===== src/bplm_pkg.sv =====
`default_nettype none

package bplm_pkg;

  // Timestamp arithmetic width; differences wrap modulo 2^TIME_BITS.
  localparam int unsigned TIME_BITS = 32;
  localparam int unsigned STAMP_W   = 32;  // width of the time_ms field
  localparam int unsigned CFG_W     = 16;  // widest configuration register
  localparam int unsigned CFG_IDX_W = 1;

  typedef logic [TIME_BITS-1:0] time_t;

  // Configuration register indexes
  typedef enum logic [CFG_IDX_W-1:0] {
    CFG_DEBOUNCE = 1'd0,
    CFG_LONG     = 1'd1
  } cfg_idx_e;

  localparam logic [CFG_W-1:0] DEBOUNCE_RST = 16'd50;
  localparam logic [CFG_W-1:0] LONG_RST     = 16'd1000;

  typedef enum logic [1:0] {
    OP_PRESS   = 2'd0,
    OP_RELEASE = 2'd1,
    OP_TICK    = 2'd2,
    OP_UNUSED  = 2'd3
  } op_e;

  typedef enum logic [1:0] {
    MODE_OFF   = 2'd0,
    MODE_ON    = 2'd1,
    MODE_BLINK = 2'd2
  } mode_e;

  typedef enum logic [2:0] {
    OUT_PRESS     = 3'd0,
    OUT_DEBOUNCED = 3'd1,
    OUT_STRAY     = 3'd2,
    OUT_SHORT     = 3'd3,
    OUT_LONG      = 3'd4,
    OUT_TICK      = 3'd5
  } outcome_e;

  typedef struct packed {
    logic [CFG_W-1:0] quiet_ms;
    logic [CFG_W-1:0] long_ms;
  } cfg_t;

  typedef struct packed {
    logic     led;
    mode_e    mode;
    outcome_e outcome;
  } res_t;

endpackage

`default_nettype wire


===== src/bplm_in_if.sv =====
`default_nettype none

interface bplm_in_if;
  logic        valid;
  logic        ready;
  logic [1:0]  opcode;
  logic [31:0] time_ms;

  modport source (output valid, output opcode, output time_ms, input ready);
  modport sink   (input valid, input opcode, input time_ms, output ready);
endinterface

`default_nettype wire


===== src/bplm_out_if.sv =====
`default_nettype none

interface bplm_out_if;
  logic       valid;
  logic       ready;
  logic       led_level;
  logic [1:0] mode;
  logic [2:0] outcome;

  modport source (output valid, output led_level, output mode, output outcome, input ready);
  modport sink   (input valid, input led_level, input mode, input outcome, output ready);
endinterface

`default_nettype wire


===== src/bplm_cfg_regs.sv =====
`default_nettype none

module bplm_cfg_regs
  import bplm_pkg::*;
(
  input  wire logic                 clk_i,
  input  wire logic                 rst_ni,
  input  wire logic                 cfg_we_i,
  input  wire logic [CFG_IDX_W-1:0] cfg_idx_i,
  input  wire logic [CFG_W-1:0]     cfg_wdata_i,
  output cfg_t                      cfg_o
);

  logic [CFG_W-1:0] debounce_q, debounce_d;
  logic [CFG_W-1:0] long_q, long_d;

  // register write decode
  always_comb begin
    debounce_d = debounce_q;
    long_d     = long_q;
    if (cfg_we_i) begin
      case (cfg_idx_e'(cfg_idx_i))
        CFG_DEBOUNCE: debounce_d = cfg_wdata_i;
        CFG_LONG:     long_d     = cfg_wdata_i;
        default: ;
      endcase
    end
  end

  always_ff @(posedge clk_i or negedge rst_ni) begin
    if (!rst_ni) begin
      debounce_q <= DEBOUNCE_RST;
      long_q     <= LONG_RST;
    end else begin
      debounce_q <= debounce_d;
      long_q     <= long_d;
    end
  end

  assign cfg_o.quiet_ms = debounce_q;
  assign cfg_o.long_ms  = long_q;

endmodule

`default_nettype wire


===== src/bplm_engine.sv =====
`default_nettype none

// Press/release/tick evaluation and the LED mode state. One request is
// evaluated per cycle when fire_i is high; state updates at that edge.
module bplm_engine
  import bplm_pkg::*;
(
  input  wire logic               clk_i,
  input  wire logic               rst_ni,
  input  wire logic               fire_i,
  input  wire logic [1:0]         opcode_i,
  input  wire logic [STAMP_W-1:0] time_ms_i,
  input  wire cfg_t               cfg_i,
  output res_t                    res_o
);

  mode_e mode_q, mode_d;
  logic  led_q, led_d;
  logic  held_q, held_d;
  logic  seen_q, seen_d;
  time_t press_q, press_d;
  time_t last_q, last_d;

  time_t    now;
  time_t    gap;
  time_t    hold;
  logic     bounce;
  logic     is_long;
  outcome_e outcome;

  assign now     = time_t'(time_ms_i);
  assign gap     = now - last_q;
  assign hold    = now - press_q;
  assign bounce  = seen_q && (gap < time_t'(cfg_i.quiet_ms));
  assign is_long = !(hold < time_t'(cfg_i.long_ms));

  // next state and outcome for the current request
  always_comb begin
    mode_d  = mode_q;
    led_d   = led_q;
    held_d  = held_q;
    seen_d  = seen_q;
    press_d = press_q;
    last_d  = last_q;
    outcome = OUT_DEBOUNCED;
    case (op_e'(opcode_i))
      OP_TICK: begin
        if (mode_q == MODE_BLINK) led_d = !led_q;
        outcome = OUT_TICK;
      end
      OP_PRESS, OP_RELEASE: begin
        if (!bounce) begin
          last_d = now;
          seen_d = 1'b1;
          if (op_e'(opcode_i) == OP_PRESS) begin
            press_d = now;
            held_d  = 1'b1;
            outcome = OUT_PRESS;
          end else if (!held_q) begin
            outcome = OUT_STRAY;
          end else begin
            held_d = 1'b0;
            if (!is_long) begin
              outcome = OUT_SHORT;
              if (mode_q == MODE_OFF) begin
                mode_d = MODE_ON;
                led_d  = 1'b1;
              end else begin
                mode_d = MODE_OFF;
                led_d  = 1'b0;
              end
            end else begin
              outcome = OUT_LONG;
              if (mode_q == MODE_BLINK) begin
                mode_d = MODE_OFF;
                led_d  = 1'b0;
              end else begin
                mode_d = MODE_BLINK;
              end
            end
          end
        end
      end
      default: outcome = OUT_DEBOUNCED;
    endcase
  end

  always_ff @(posedge clk_i or negedge rst_ni) begin
    if (!rst_ni) begin
      mode_q  <= MODE_OFF;
      led_q   <= 1'b0;
      held_q  <= 1'b0;
      seen_q  <= 1'b0;
      press_q <= '0;
      last_q  <= '0;
    end else if (fire_i) begin
      mode_q  <= mode_d;
      led_q   <= led_d;
      held_q  <= held_d;
      seen_q  <= seen_d;
      press_q <= press_d;
      last_q  <= last_d;
    end
  end

  // result reflects the state after this request
  assign res_o.led     = led_d;
  assign res_o.mode    = mode_d;
  assign res_o.outcome = outcome;

  // an accepted press arms the hold measurement
  a_press_arms: assert property (@(posedge clk_i) disable iff (!rst_ni)
    fire_i && outcome == OUT_PRESS |=> held_q && last_q == $past(now))
    else $error("press did not arm hold measurement");

  // a debounced request leaves mode, LED, last stamp and held flag untouched
  a_bounce_quiet: assert property (@(posedge clk_i) disable iff (!rst_ni)
    fire_i && outcome == OUT_DEBOUNCED |=>
      $stable(mode_q) && $stable(led_q) && $stable(last_q) && $stable(held_q))
    else $error("debounced request changed state");

  // leaving blink on a release always lands dark in off
  a_blink_exit: assert property (@(posedge clk_i) disable iff (!rst_ni)
    fire_i && mode_q == MODE_BLINK && (outcome == OUT_SHORT || outcome == OUT_LONG)
      |=> mode_q == MODE_OFF && !led_q)
    else $error("release in blink did not return to off");

endmodule

`default_nettype wire


===== src/button_press_led_mode_controller.sv =====
`default_nettype none

// Button press LED mode controller. Each request is a timestamped button
// press, a button release or a blink tick, and yields exactly one response
// carrying the LED level, the mode and an outcome code. The block takes one
// request per cycle while the response side keeps up, and carries each
// request through the input register, then its response through the
// response register; the evaluation is two wrap-around subtracts and
// compares, against the debounce window and the long press threshold. Both
// registers advance when the response register is empty or being taken;
// the input register also takes a request whenever it is empty, so one
// waiting response does not block the next request. Configuration writes
// take effect at the next edge and are expected while no request is in flight.
module button_press_led_mode_controller
  import bplm_pkg::*;
(
  input  wire logic                 clk_i,
  input  wire logic                 rst_ni,
  input  wire logic                 cfg_we_i,
  input  wire logic [CFG_IDX_W-1:0] cfg_idx_i,
  input  wire logic [CFG_W-1:0]     cfg_wdata_i,
  bplm_in_if.sink                   req_i,
  bplm_out_if.source                rsp_o
);

  cfg_t cfg;
  res_t res;

  logic               in_valid_q, in_valid_d;
  logic [1:0]         in_op_q;
  logic [STAMP_W-1:0] in_time_q;
  logic               out_valid_q, out_valid_d;
  res_t               out_res_q;
  logic               adv;
  logic               fire;
  logic               req_take;

  bplm_cfg_regs u_cfg (
    .clk_i       (clk_i),
    .rst_ni      (rst_ni),
    .cfg_we_i    (cfg_we_i),
    .cfg_idx_i   (cfg_idx_i),
    .cfg_wdata_i (cfg_wdata_i),
    .cfg_o       (cfg)
  );

  // pipeline advance control
  assign adv         = !out_valid_q || rsp_o.ready;
  assign fire        = in_valid_q && adv;
  assign req_i.ready = !in_valid_q || adv;
  assign req_take    = req_i.valid && req_i.ready;
  assign in_valid_d  = req_take ? 1'b1 : (fire ? 1'b0 : in_valid_q);
  assign out_valid_d = fire ? 1'b1 : (rsp_o.ready ? 1'b0 : out_valid_q);

  // input register
  always_ff @(posedge clk_i or negedge rst_ni) begin
    if (!rst_ni) begin
      in_valid_q <= 1'b0;
    end else begin
      in_valid_q <= in_valid_d;
    end
  end

  always_ff @(posedge clk_i) begin
    if (req_take) begin
      in_op_q   <= req_i.opcode;
      in_time_q <= req_i.time_ms;
    end
  end

  bplm_engine u_engine (
    .clk_i     (clk_i),
    .rst_ni    (rst_ni),
    .fire_i    (fire),
    .opcode_i  (in_op_q),
    .time_ms_i (in_time_q),
    .cfg_i     (cfg),
    .res_o     (res)
  );

  // response register
  always_ff @(posedge clk_i or negedge rst_ni) begin
    if (!rst_ni) begin
      out_valid_q <= 1'b0;
    end else begin
      out_valid_q <= out_valid_d;
    end
  end

  always_ff @(posedge clk_i) begin
    if (fire) begin
      out_res_q <= res;
    end
  end

  assign rsp_o.valid     = out_valid_q;
  assign rsp_o.led_level = out_res_q.led;
  assign rsp_o.mode      = out_res_q.mode;
  assign rsp_o.outcome   = out_res_q.outcome;

endmodule

`default_nettype wire


===== src/flat_wrapper.sv =====
// flat-port wrapper written by rule: the top's interface ports become plain ports
module button_press_led_mode_controller_flat import bplm_pkg::*;
  (clk_i, rst_ni, cfg_we_i, cfg_idx_i, cfg_wdata_i, req_i_valid, req_i_opcode, req_i_time_ms, req_i_ready, rsp_o_valid, rsp_o_led_level, rsp_o_mode, rsp_o_outcome, rsp_o_ready);
  bplm_in_if req_i_i ();
  bplm_out_if rsp_o_i ();
  input  wire logic clk_i;
  input  wire logic rst_ni;
  input  wire logic cfg_we_i;
  input  wire logic [CFG_IDX_W-1:0] cfg_idx_i;
  input  wire logic [CFG_W-1:0] cfg_wdata_i;
  input wire logic [$bits(req_i_i.valid)-1:0] req_i_valid;
  input wire logic [$bits(req_i_i.opcode)-1:0] req_i_opcode;
  input wire logic [$bits(req_i_i.time_ms)-1:0] req_i_time_ms;
  output wire logic [$bits(req_i_i.ready)-1:0] req_i_ready;
  output wire logic [$bits(rsp_o_i.valid)-1:0] rsp_o_valid;
  output wire logic [$bits(rsp_o_i.led_level)-1:0] rsp_o_led_level;
  output wire logic [$bits(rsp_o_i.mode)-1:0] rsp_o_mode;
  output wire logic [$bits(rsp_o_i.outcome)-1:0] rsp_o_outcome;
  input wire logic [$bits(rsp_o_i.ready)-1:0] rsp_o_ready;
  assign req_i_i.valid = req_i_valid;
  assign req_i_i.opcode = req_i_opcode;
  assign req_i_i.time_ms = req_i_time_ms;
  assign req_i_ready = req_i_i.ready;
  assign rsp_o_valid = rsp_o_i.valid;
  assign rsp_o_led_level = rsp_o_i.led_level;
  assign rsp_o_mode = rsp_o_i.mode;
  assign rsp_o_outcome = rsp_o_i.outcome;
  assign rsp_o_i.ready = rsp_o_ready;
  button_press_led_mode_controller u_core (.clk_i(clk_i), .rst_ni(rst_ni), .cfg_we_i(cfg_we_i), .cfg_idx_i(cfg_idx_i), .cfg_wdata_i(cfg_wdata_i), .req_i(req_i_i), .rsp_o(rsp_o_i));
endmodule

===== config.mk =====
export PLATFORM = sky130hd
export DESIGN_NAME = button_press_led_mode_controller_flat
export DESIGN_NICKNAME = d
export VERILOG_FILES = /design/src/bplm_pkg.sv /design/src/bplm_in_if.sv /design/src/bplm_out_if.sv /design/src/bplm_cfg_regs.sv /design/src/bplm_engine.sv /design/src/button_press_led_mode_controller.sv /design/src/flat_wrapper.sv
export SDC_FILE = /design/constraint.sdc
export NUM_CORES = 1
export LEC_CHECK = 0
export ABC_AREA = 1
export BUFFER_PORTS_ARGS = -buffer_cell sky130_fd_sc_hd__buf_2
export CAP_MARGIN = 20
export CORE_MARGIN = 4
export CORE_UTILIZATION = 60
export DETAILED_ROUTE_END_ITERATION = 12
export GPL_ROUTABILITY_DRIVEN = 1
export PLACE_DENSITY_LB_ADDON = 0.25
export SLEW_MARGIN = 20
export SYNTH_ARGS = -nofsm -noshare
export SYNTH_HDL_FRONTEND = slang
export SYNTH_SLANG_ARGS = --single-unit

===== constraint.sdc =====
create_clock -name clk_i -period 3.7 [get_ports clk_i]
set_input_delay 0.37 -clock clk_i [delete_from_list [all_inputs] [get_ports clk_i]]
set_output_delay 0.37 -clock clk_i [all_outputs]
set_load 0.01 [all_outputs]

Yosys cells after proc, flatten, opt, wreduce, memory -nomap -nowiden
Cells that the tools add are included.
- reductions and logical operators: 17
- multiplexer cells: 25
- $lt $le $gt $ge: 2
- eq/ne operators: 3
- bitwise operators: 2
- add/subtract/negate cells: 2
- operator list (operator ; count):
    $lt 32x16->1 ; 2
    $sub 32x32->32 ; 2
    $mux 1 ; 13
    $mux 2 ; 6
    $mux 3 ; 4
    $pmux 3 s2 ; 1
    $eq 2x2->1 const B ; 2
    $logic_not 2->1 ; 2
    $reduce_and 2->1 ; 2
    $reduce_and 4->1 ; 1
    $reduce_bool 2->1 ; 2
    $logic_and 1x1->1 ; 3
    $logic_not 1->1 ; 3
    $reduce_and 3->1 ; 1
    $eq 2x1->1 const B ; 1
    $logic_or 1x1->1 ; 2
    $not 1->1 ; 2
    $pmux 1 s2 ; 1
    $reduce_or 2->1 ; 1
- output and inout port bits: 8
- bits of input ports: 56
- register bits after elaboration: 143

Logic depth before layout (Yosys ltp)
Gate-level depths: netlist of the first run.
- depth after elaboration: 7
- gate-level depth with buffers: 27

By module
Synthesis of the first run repeated with hierarchy kept, for this count alone.
- cell total of the unflattened synthesis: 1682
- area total of the unflattened synthesis: 11300.8 um2
- modules (own cells, without submodules) (module ; area each (um2) ; times used ; cells each ; seq. area each (um2)):
    bplm_engine ; 8673.3 ; 1 ; 1490 ; 1726.7
    bplm_cfg_regs ; 1331.3 ; 1 ; 140 ; 812.0
    button_press_led_mode_controller ; 1296.2 ; 1 ; 52 ; 1251.2

Least setup slack after synthesis of the first run
No wires, ideal clock.
- kind: register to register
- from: reg u_core.in_time_q[0]
- to: reg u_core.out_res_q (netlist bit u_core.rsp_o.mode[0]), data pin
- period minus slack after synthesis: 3139 ps
- arrival: 2884 ps
- data required time: 3445 ps
- setup slack: 561 ps
- cell stages (with the launch flop): 24
- cell sequence: edfxtp_1 > inv_1 > ha_1 > inv_1 > fa_1 > nand3_1 > nand3_2 > nand2_1 > nand2_1 > nand2_1 > nand2_1 > xor2_1 > ha_1 > a21oi_1 > nand2_1 > a31oi_1 > nand3_1 > nor2_1 > nand2_1 > nor2_2 > nand3_2 > nand3_2 > nand2_1 > and2_1
- RTL lines (element ; RTL line ; text):
    start: declaration ; button_press_led_mode_controller.sv:31 ; logic [STAMP_W-1:0] in_time_q;
    start signal: assignment ; button_press_led_mode_controller.sv:67 ; in_time_q <= req_i.time_ms;
    end signal: assignment ; button_press_led_mode_controller.sv:92 ; out_res_q <= res;
    end: declaration ; button_press_led_mode_controller.sv:33 ; res_t out_res_q;

Worst setup path after layout of the first run
- from: reg u_core.in_time_q[2]
- to: reg u_core.u_engine.last_q[9]
- longest elaborated chain between the ends: 5
- ends and longest elaborated chain (element ; RTL line ; text):
    $sub 32x32->32 ; bplm_engine.sv:32 ; assign gap = now - last_q;
    $lt 32x16->1 ; bplm_engine.sv:34 ; assign bounce = seen_q && (gap < time_t'(cfg_i.quiet_ms));
    $logic_and 1x1->1 ; bplm_engine.sv:34 ;
    $not 1->1 (no source line) ; - ;
    $reduce_and 3->1 (no source line) ; - ;
    end signal: assignment ; bplm_engine.sv:102 ; last_q <= last_d;
    end: declaration ; bplm_engine.sv:22 ; time_t last_q, last_d;
Every way passes these cells.
A chain may end at the register's enable or synchronous reset.

==> run summary, run 1 <==
sequential power share -> 0.240
top cells by area, synth -> nand2_1 21%, dfrtp_1 21%, inv_1 13%, edfxtp_1 11%, ha_1 10%
CTS tree -> yes
pin count of the biggest net entering global routing -> 67
Crit path top cell by count -> nand2_1
area fraction in and, or, nand and nor cells after synthesis -> 0.315
final-report setup violation count -> 0
Metal-1 WL -> 15,300 um
Max-slew headroom -> 0.376
top cell type's share of synthesized area -> 0.209
Seq/Total Area, Yosys -> 0.332
post-synthesis compound-gate area fraction -> 0.0780
DP Cell Count -> 2,035
total track usage -> 0.299
ANT cells -> 0
Syn Inst Count -> 1,737
dominant cell type by area after synthesis -> nand2_1
Period minus WS final -> 3.63 ns
Worst R2R Start -> u_core.in_time_q[2]
Top Layer Used -> met4
Worst EP arrival -> 3.97 ns
Cell variety after synth -> 43
Max Root-Sink Buffers -> 2
main combinational cell family by area after synthesis -> simple AND/OR/NAND/NOR gates
Layout area overhead -> 17.5%
antenna violations before repair -> 0
Synth Area in XOR/XNOR -> 0.0230
dpl ws -> 0.0703 ns
fin worst setup slack -> 0.0740 ns
# DRC -> 0
post-synthesis area per instance -> 6.57 um^2
Synth Cell Area -> 11,400 um^2
Syn. warnings -> 0
Leakage -> 7.60 nW
clock tree root driver cell -> clkbuf_16
crit path cell chain -> ha_4 -> buf_4 -> nand2_1 -> nand2_1 -> nand2_1 -> nand3_2 -> nand2_1 -> nand2_2 -> xor2_1 -> ha_1 -> nand2_1 -> nand2_1 -> a31oi_1 -> nand3_1 -> nor2_1 -> nand2_1 -> nor2_2 -> nand3_4 -> nand3_4 -> clkbuf_16 -> nand2_1 -> o21ai_0
Power Total -> 9.24 mW
Site Rows -> 50
Hold Buf Count CTS -> 0
Final period util -> 0.980
GR Overflow Total -> 0
Routability Congestion -> 0.965
EDFF count, synth -> 40
1st-pass router iterations -> 5
vias -> 11,000
fill cell count -> 1,537
worst slew pin tran -> 0.934 ns
CP max FO -> 9
Slowest cell on crit path -> edfxtp_1
Net Sw Frac -> 0.463
first-pass GRT wire length -> 50,200 um
slowest cell delay on critical path -> 0.55 ns
Fin Clk Skew -> 0.00733 ns
vias in the first global route -> 9,902
combinational power share -> 0.569
CTS sink cnt -> 143
Critical path origin -> u_core.in_time_q[2]
Chip Height -> 146 um
Clock Latency Late Sink -> 0.43 ns
wire per inst -> 16.8 um
final non-filler cell total -> 2,095
multiplexer share of the synthesized area -> 0
layout cell share with drive strength beyond 1 -> 0.131
commonest cells in the netlist -> 636 x nand2_1, 397 x inv_1, 107 x nor2_1
H-tree levels -> 4
Setup crit end kind -> flop
Routed Antenna Nets -> 0
CTS clk-pin slew, worst paths -> 0.07 ns
CP startpoint kind -> flop
clock share of power -> 0.191
status -> finished clean
nets@finish -> 1,999
Psw -> 4.28 mW
PortBufs -> 63
Iteration-0 DRC Markers -> 867
core area -> 18,700 um^2
fraction of registers with async set or reset after synthesis -> 0.720
Initial Util -> 0.610
worst IR drop on VDD -> 0.000377 V
total CTS buffers -> 17
Internal -> 4.96 mW
final core utilization -> 0.717
drt via density -> 5.25
Met2 Wirelength -> 16,000 um
worst setup path category -> reg2reg
routed wire length -> 35,200 um
hpwl dp -> 25,200 um
max frequency -> 0.276 GHz
Primary FF master, synth -> dfrtp_1
die area -> 21,300 um^2
hold crit path type -> in2async
Routed met3 length -> 3110 um
Final Max Slew Viols -> 0
Final Hold Violating Endpoints -> 0
I/O Pins -> 64
top-count cell post-synth -> nand2_1
register bit total from synthesis -> 143
Die X -> 146 um
Pwr Density -> 689 nW/um^2
synthesized net count -> 1,888
CP required -> 4.04 ns
Adder-Cell Fraction of Synth Area -> 0.105
Max Cap Viol -> 0
[path summary, 6_finish.rpt]
kind | end | slack [ns] | cells past startpoint
setup / recovery | u_core.u_engine.last_q[9] | 0.07 | 22
hold / removal | u_core.u_cfg.debounce_q[3] | 0.04 | 1
setup reg to reg | u_core.u_engine.last_q[9] | 0.07 | 22
hold reg to reg | u_core.u_engine.seen_q | 0.47 | 2
max in group asynchronous | u_core.u_engine.press_q[9] | 2.84 | 2
min in group clk_i | u_core.in_time_q[1] | 0.11 | 1
[logic make-up after synthesis]
logic type               count (synthesis)
buffers and inverters                  425
adder cells (fa/ha/maj)                 95
AO/OA/AOI/OAI                          166
flip-flops                             143
XOR/XNOR                                30
AND/OR/NAND/NOR                        878
[placed cells by master, fill, tap and decap left out, types with 8 or more instances in the layout]
cell type,count
a21oi_1,47
buf_2,62
buf_4,33
clkbuf_16,23
dfrtp_1,94
dfstp_2,9
edfxtp_1,40
ha_1,69
ha_4,22
inv_1,395
inv_2,10
nand2_1,628
nand2_2,15
nand3_1,64
nand4_1,20
nor2_1,102
nor2_2,14
o21ai_0,53
o21ai_1,41
o21ai_2,8
xor2_1,26
[stage by stage]
step,instance area [um^2],TNS [ns],hold slack [ns]
after global routing,13400,-2.37,0.0986
after detailed placement,12100,0,0.453
after floorplan,11400,0,0.0744
final,13400,0,0.0436
after CTS,12600,0,0.0832
after global placement,12100,0,0.451
[critical path, delay by kind of cell (launching register included)]
family / cells / cell delay (ns)
fa+ha+maj: 2 / 0.63
xor+xnor: 1 / 0.15
simple gates: 15 / 1.50
compound gates: 2 / 0.30
flops: 1 / 0.55
buf+inv: 2 / 0.40
[power groups by stage]
stage               Clock, mW  Sequential [mW]  Combinational (mW)
floorplan                   0             2.16                3.43
global placement            0             2.22                4.58
detailed placement          0             2.22                4.65
CTS                      1.78             2.20                4.70
global route             1.86             2.25                5.87
finish                   1.76             2.22                5.26
[per-layer routing]
layer,global-route usage,vias to the layer above
li1,-,5506
met4,0.0698,0
met5,0,-
met3,0.0601,59
met2,0.468,440
met1,0.430,4997
[repair_timing]
action,in CTS,in global routing
resized for setup,0,77
setup endpoints to repair,0,75
buffers inserted,0,16
[state kept, by name, indices dropped and copies added (netlist names)]
register and flops:
u_core.rsp_o.valid 1, u_core.in_op_q 2, u_core.u_engine.last_q 32, u_core.u_engine.mode_q 2, u_core.in_valid_q 1, u_core.rsp_o.mode 2
u_core.u_engine.press_q 32, u_core.u_engine.held_q 1, u_core.rsp_o.led_level 1, u_core.in_time_q 32, u_core.u_engine.led_q 1, u_core.u_cfg.debounce_q 16
u_core.rsp_o.outcome 3, u_core.u_cfg.long_q 16, u_core.u_engine.seen_q 1
[final cells by class]
cell class | instances | area [um^2] | share of cell area
inverter | 405 | 1520 | 0.113
clock buffer | 19 | 433 | 0.0323
clock inverter | 13 | 153 | 0.0114
tap | 234 | 293 | 0.0218
timing repair buffer | 112 | 871 | 0.0649
multi-input combinational | 1169 | 6360 | 0.474
sequential | 143 | 3790 | 0.282
Note: power is estimated with default switching activity, not from simulation.
==> inputs of run 2 (changes only) <==
--- a/config.mk
+++ b/config.mk
@@ -5,7 +5,6 @@
 export SDC_FILE = /design/constraint.sdc
 export NUM_CORES = 1
 export LEC_CHECK = 0
-export ABC_AREA = 1
 export BUFFER_PORTS_ARGS = -buffer_cell sky130_fd_sc_hd__buf_2
 export CAP_MARGIN = 20
 export CORE_MARGIN = 4
==> run 2 against run 1 <==
- the run now ends with design-rule violations, negative setup slack left
- critical path depth shrank 3
- sequential power shrank 5%
- fmax shrank 28%
- sequential share of layout area shrank 0.67 points
- total power shrank 3.3%
- count of clock-buffer cells in the layout grew 3
- die area shrank 9.8%
- setup slack lost 1.4 ns
- area after synthesis shrank 10%
- global-route usage grew 4.7 points
- combinational power shrank 7.6%
- wire length grew 2.9%
- critical endpoint is now u_core.u_engine.last_q[17]
==> run summary, run 2 <==
CP max FO -> 6 (-3)
max frequency -> 0.200 GHz (-28%)
Adder-Cell Fraction of Synth Area -> 0.118 (+0.0122)
placed inst area -> 12,400 um^2 (+2.9%)
slowest cell delay on critical path -> 0.48 ns (-0.07 ns)
multiplexer share of the synthesized area -> 0.105 (+0.105)
setup TNS after final layout -> -92.22 ns (-92.22 ns)
Leakage -> 6.53 nW (-14%)
fraction of registers with async set or reset after synthesis -> 0.720 (unchanged)
failing checks -> design-rule violations, negative setup slack
top cells by area, synth -> dfrtp_1 23%, edfxtp_1 12%, ha_1 11%, mux2_2 6.4%, a21oi_1 4.3%
dominant cell type by area after synthesis -> dfrtp_1
Cell variety after synth -> 75 (+74%)
WP depth -> 19 (-14%)
H-tree levels -> 4 (unchanged)
first-pass GRT wire length -> 53,100 um (+5.8%)
hpwl dp -> 22,700 um (-10%)
kind of cell with the highest combined delay on the critical path -> compound AO/OA/AOI/OAI gates
total CTS buffers -> 17 (unchanged)
final hold slack -> 0.100 ns (+0.0568 ns)
fill cell count -> 879 (-43%)
Routability Congestion -> 0.965 (about the same)
Synth Cell Area -> 10,200 um^2 (-10%)
Pwr Density -> 650 nW/um^2 (-5.6%)
drt via density -> 6.52 (+24%)
status -> complete, but fails checks
area fraction in and, or, nand and nor cells after synthesis -> 0.122 (-0.193)
Synth Area in XOR/XNOR -> 0.0351 (+0.0121)
Final period util -> 1.35 (+0.374)
Setup crit end kind -> flop
post-synthesis area per instance -> 9.50 um^2 (+45%)
1st-pass router iterations -> 9 (+4)
Max Root-Sink Buffers -> 2 (unchanged)
Syn Inst Count -> 1,077 (-38%)
Max-slew headroom -> 0.356 (-0.0195)
Max Cap Viol -> 0 (unchanged)
Syn. warnings -> 0 (unchanged)
reg2reg path depth -> 19 (-14%)
# DRC -> 1 (+1)
synthesized net count -> 1,228 (-35%)
die area -> 19,200 um^2 (-9.8%)
CP startpoint kind -> flop
hold crit path type -> in2reg
Slowest cell on crit path -> edfxtp_1
CP required -> 4.02 ns (-0.02 ns)
commonest non-fill, non-tap cells in the layout -> 220 x buf_4, 110 x inv_1, 94 x dfrtp_1, 92 x nand2_1, 83 x ha_1
register bit total from synthesis -> 143 (unchanged)
Critical path origin -> u_core.in_time_q[6]
worst IR drop on VDD -> 0.000431 V (+14%)
crit path buf inv count -> 3 (+1)
commonest cells in the netlist -> 113 x inv_1, 95 x nand2_1, 94 x dfrtp_1
ANT cells -> 0 (unchanged)
r2r setup slk -> -1.31 ns (-1.39 ns)
I/O Pins -> 64 (unchanged)
Worst R2R Start -> u_core.in_time_q[6]
CTS sink cnt -> 143 (unchanged)
Worst EP arrival -> 5.34 ns (+1.37 ns)
Final Hold Violating Endpoints -> 0 (unchanged)
PortBufs -> 63 (unchanged)
layout cell share with drive strength beyond 1 -> 0.358 (+0.228)
nets@finish -> 1,512 (-24%)
final instance area -> 13,700 um^2 (+2.4%)
wire per inst -> 22.7 um (+35%)
Clock Latency Late Sink -> 0.44 ns (about the same)
main combinational cell family by area after synthesis -> compound AO/OA/AOI/OAI gates
pin count of the biggest net entering global routing -> 42 (-37%)
worst setup path category -> reg2reg
antenna violations before repair -> 2 (+2)
Seq/Total Area, Yosys -> 0.370 (+0.0383)
GR Overflow Total -> 0 (unchanged)
Site Rows -> 47 (-6.0%)
crit path cell chain -> buf_4 -> ha_4 -> and4_1 -> nand3_1 -> a21o_1 -> nand3_1 -> xor2_1 -> ha_1 -> a211oi_2 -> o21ai_1 -> a221oi_2 -> o2111ai_1 -> nor4_2 -> nand4_1 -> o41ai_2 -> buf_4 -> nand2b_4 -> clkbuf_16 -> mux2_4
top-count cell post-synth -> inv_1
Routed Antenna Nets -> 0 (unchanged)
Iteration-0 DRC Markers -> 1,152 (+33%)
Chip Height -> 139 um (-5.0%)
CTS clk-pin slew, worst paths -> 0.07 ns (about the same)
final-report setup violation count -> 75 (+75)
Final Max Slew Viols -> 0 (unchanged)
post-synthesis compound-gate area fraction -> 0.185 (+0.107)
Worst Setup EP -> u_core.u_engine.last_q[17]
Period minus WS final -> 5.01 ns (+1.39 ns)
fin worst setup slack -> -1.31 ns (-1.39 ns)
clock tree root driver cell -> clkbuf_16
vias -> 10,400 (-5.5%)
Fin Clk Skew -> 0.00867 ns (+0.00134 ns)
Die X -> 139 um (-5.0%)
EDFF count, synth -> 40 (unchanged)
FF-to-FF End -> u_core.u_engine.last_q[17]
vias in the first global route -> 10,300 (+3.8%)
Primary FF master, synth -> dfrtp_1
core area -> 16,600 um^2 (-11%)
Layout area overhead -> 34.3%
largest registers -> u_core.in_time_q (32), u_core.u_engine.last_q (32), u_core.u_engine.press_q (32)
worst slew pin tran -> 0.965 ns (+0.0315 ns)
commonest non-fill, non-tap cell in the layout -> buf_4
top cell type's share of synthesized area -> 0.230 (+0.0207)
Initial Util -> 0.615 (+0.00463)
routed wire length -> 36,200 um (+2.9%)
CTS tree -> yes
RSZ-0062 raised after global routing -> yes
total track usage -> 0.345 (+0.0465)
-- run 2: cell types whose count changed in the layout (fill, tap and decap cells not counted), sizes merged, moves of 15 or more --
cell / before / now
a21o: 1 / 16
nand2: 644 / 95
o21ai: 102 / 81
nand3: 70 / 17
nand2b: 0 / 15
inv: 411 / 116
a21oi: 49 / 87
nor2: 118 / 56
buf: 106 / 297
mux2: 0 / 83
o21a: 0 / 15
xnor2: 2 / 21
-- run 2: layout make-up --
type,count,area [um^2],share of cell area
clock buffers,22,507,0.0369
repair buffers,301,2260,0.165
multi-input cells,785,6340,0.461
flip-flops and latches,143,3790,0.276
well taps,220,275,0.0200
inverters,113,424,0.0309
clock inverters,10,144,0.0105
-- run 2: logic make-up after synthesis --
kind of cell	Yosys count
AND/OR/NAND/NOR	262
AO/OA/AOI/OAI	297
XOR/XNOR	41
flip-flops	143
adder cells (fa/ha/maj)	95
buffers and inverters	149
multiplexers	90
-- run 2: how the worst min path moves through the flow --
| stage | startpoint | endpoint | slack [ns] | cells past startpoint |
|---|---|---|---|---|
| 4_1_cts | req_i_time_ms[6] | u_core.in_time_q[6] | 0.10 | 1 |
| 6_report | req_i_time_ms[9] | u_core.in_time_q[9] | 0.10 | 1 |
| 3_5_place_dp | rst_ni | u_core.u_cfg.long_q[4] | 0.39 | 1 |
| 5_1_grt | req_i_time_ms[10] | u_core.in_time_q[10] | 0.09 | 1 |
| 3_3_place_gp | rst_ni | u_core.u_engine.last_q[5] | 0.38 | 1 |
| 2_1_floorplan | rst_ni | u_core.in_valid_q | 0.07 | 0 |
-- run 2: per-stage QoR --
step	std cells	setup slack, ns	total power, mW	utilization
after detailed placement	1539	-1.42	6.25	0.746
after global placement	1539	-1.04	6.09	0.746
final	1594	-1.31	8.94	0.826
after global routing	1594	-1.37	9.35	0.826
after floorplan	1077	-0.628	4.66	-
after CTS	1587	-1.22	8.42	0.806
-- run 2: power by group --
part           switching, mW  internal [mW]
clock                  0.776           1.19
combinational           2.61           2.26
sequential             0.201           1.92
-- run 2: repair_timing --
item,CTS,global route
hold buffers,1,0
resized for setup,46,48
endpoints found under the hold margin,32,0
cloned,1,3
setup endpoints to repair,75,75
setup buffers,14,10
pin swaps,26,28
-- run 2: per-layer routing --
| layer | wire (um) | share of wire | track usage | up-vias |
|---|---|---|---|---|
| met3 | 2980 | 0.082 | 0.0728 | 204 |
| met5 | 27 | 0.00075 | 0 | - |
| met2 | 17200 | 0.48 | 0.573 | 680 |
| met1 | 13600 | 0.38 | 0.421 | 5011 |
| li1 | - | - | - | 4494 |
| met4 | 2310 | 0.064 | 0.192 | 4 |
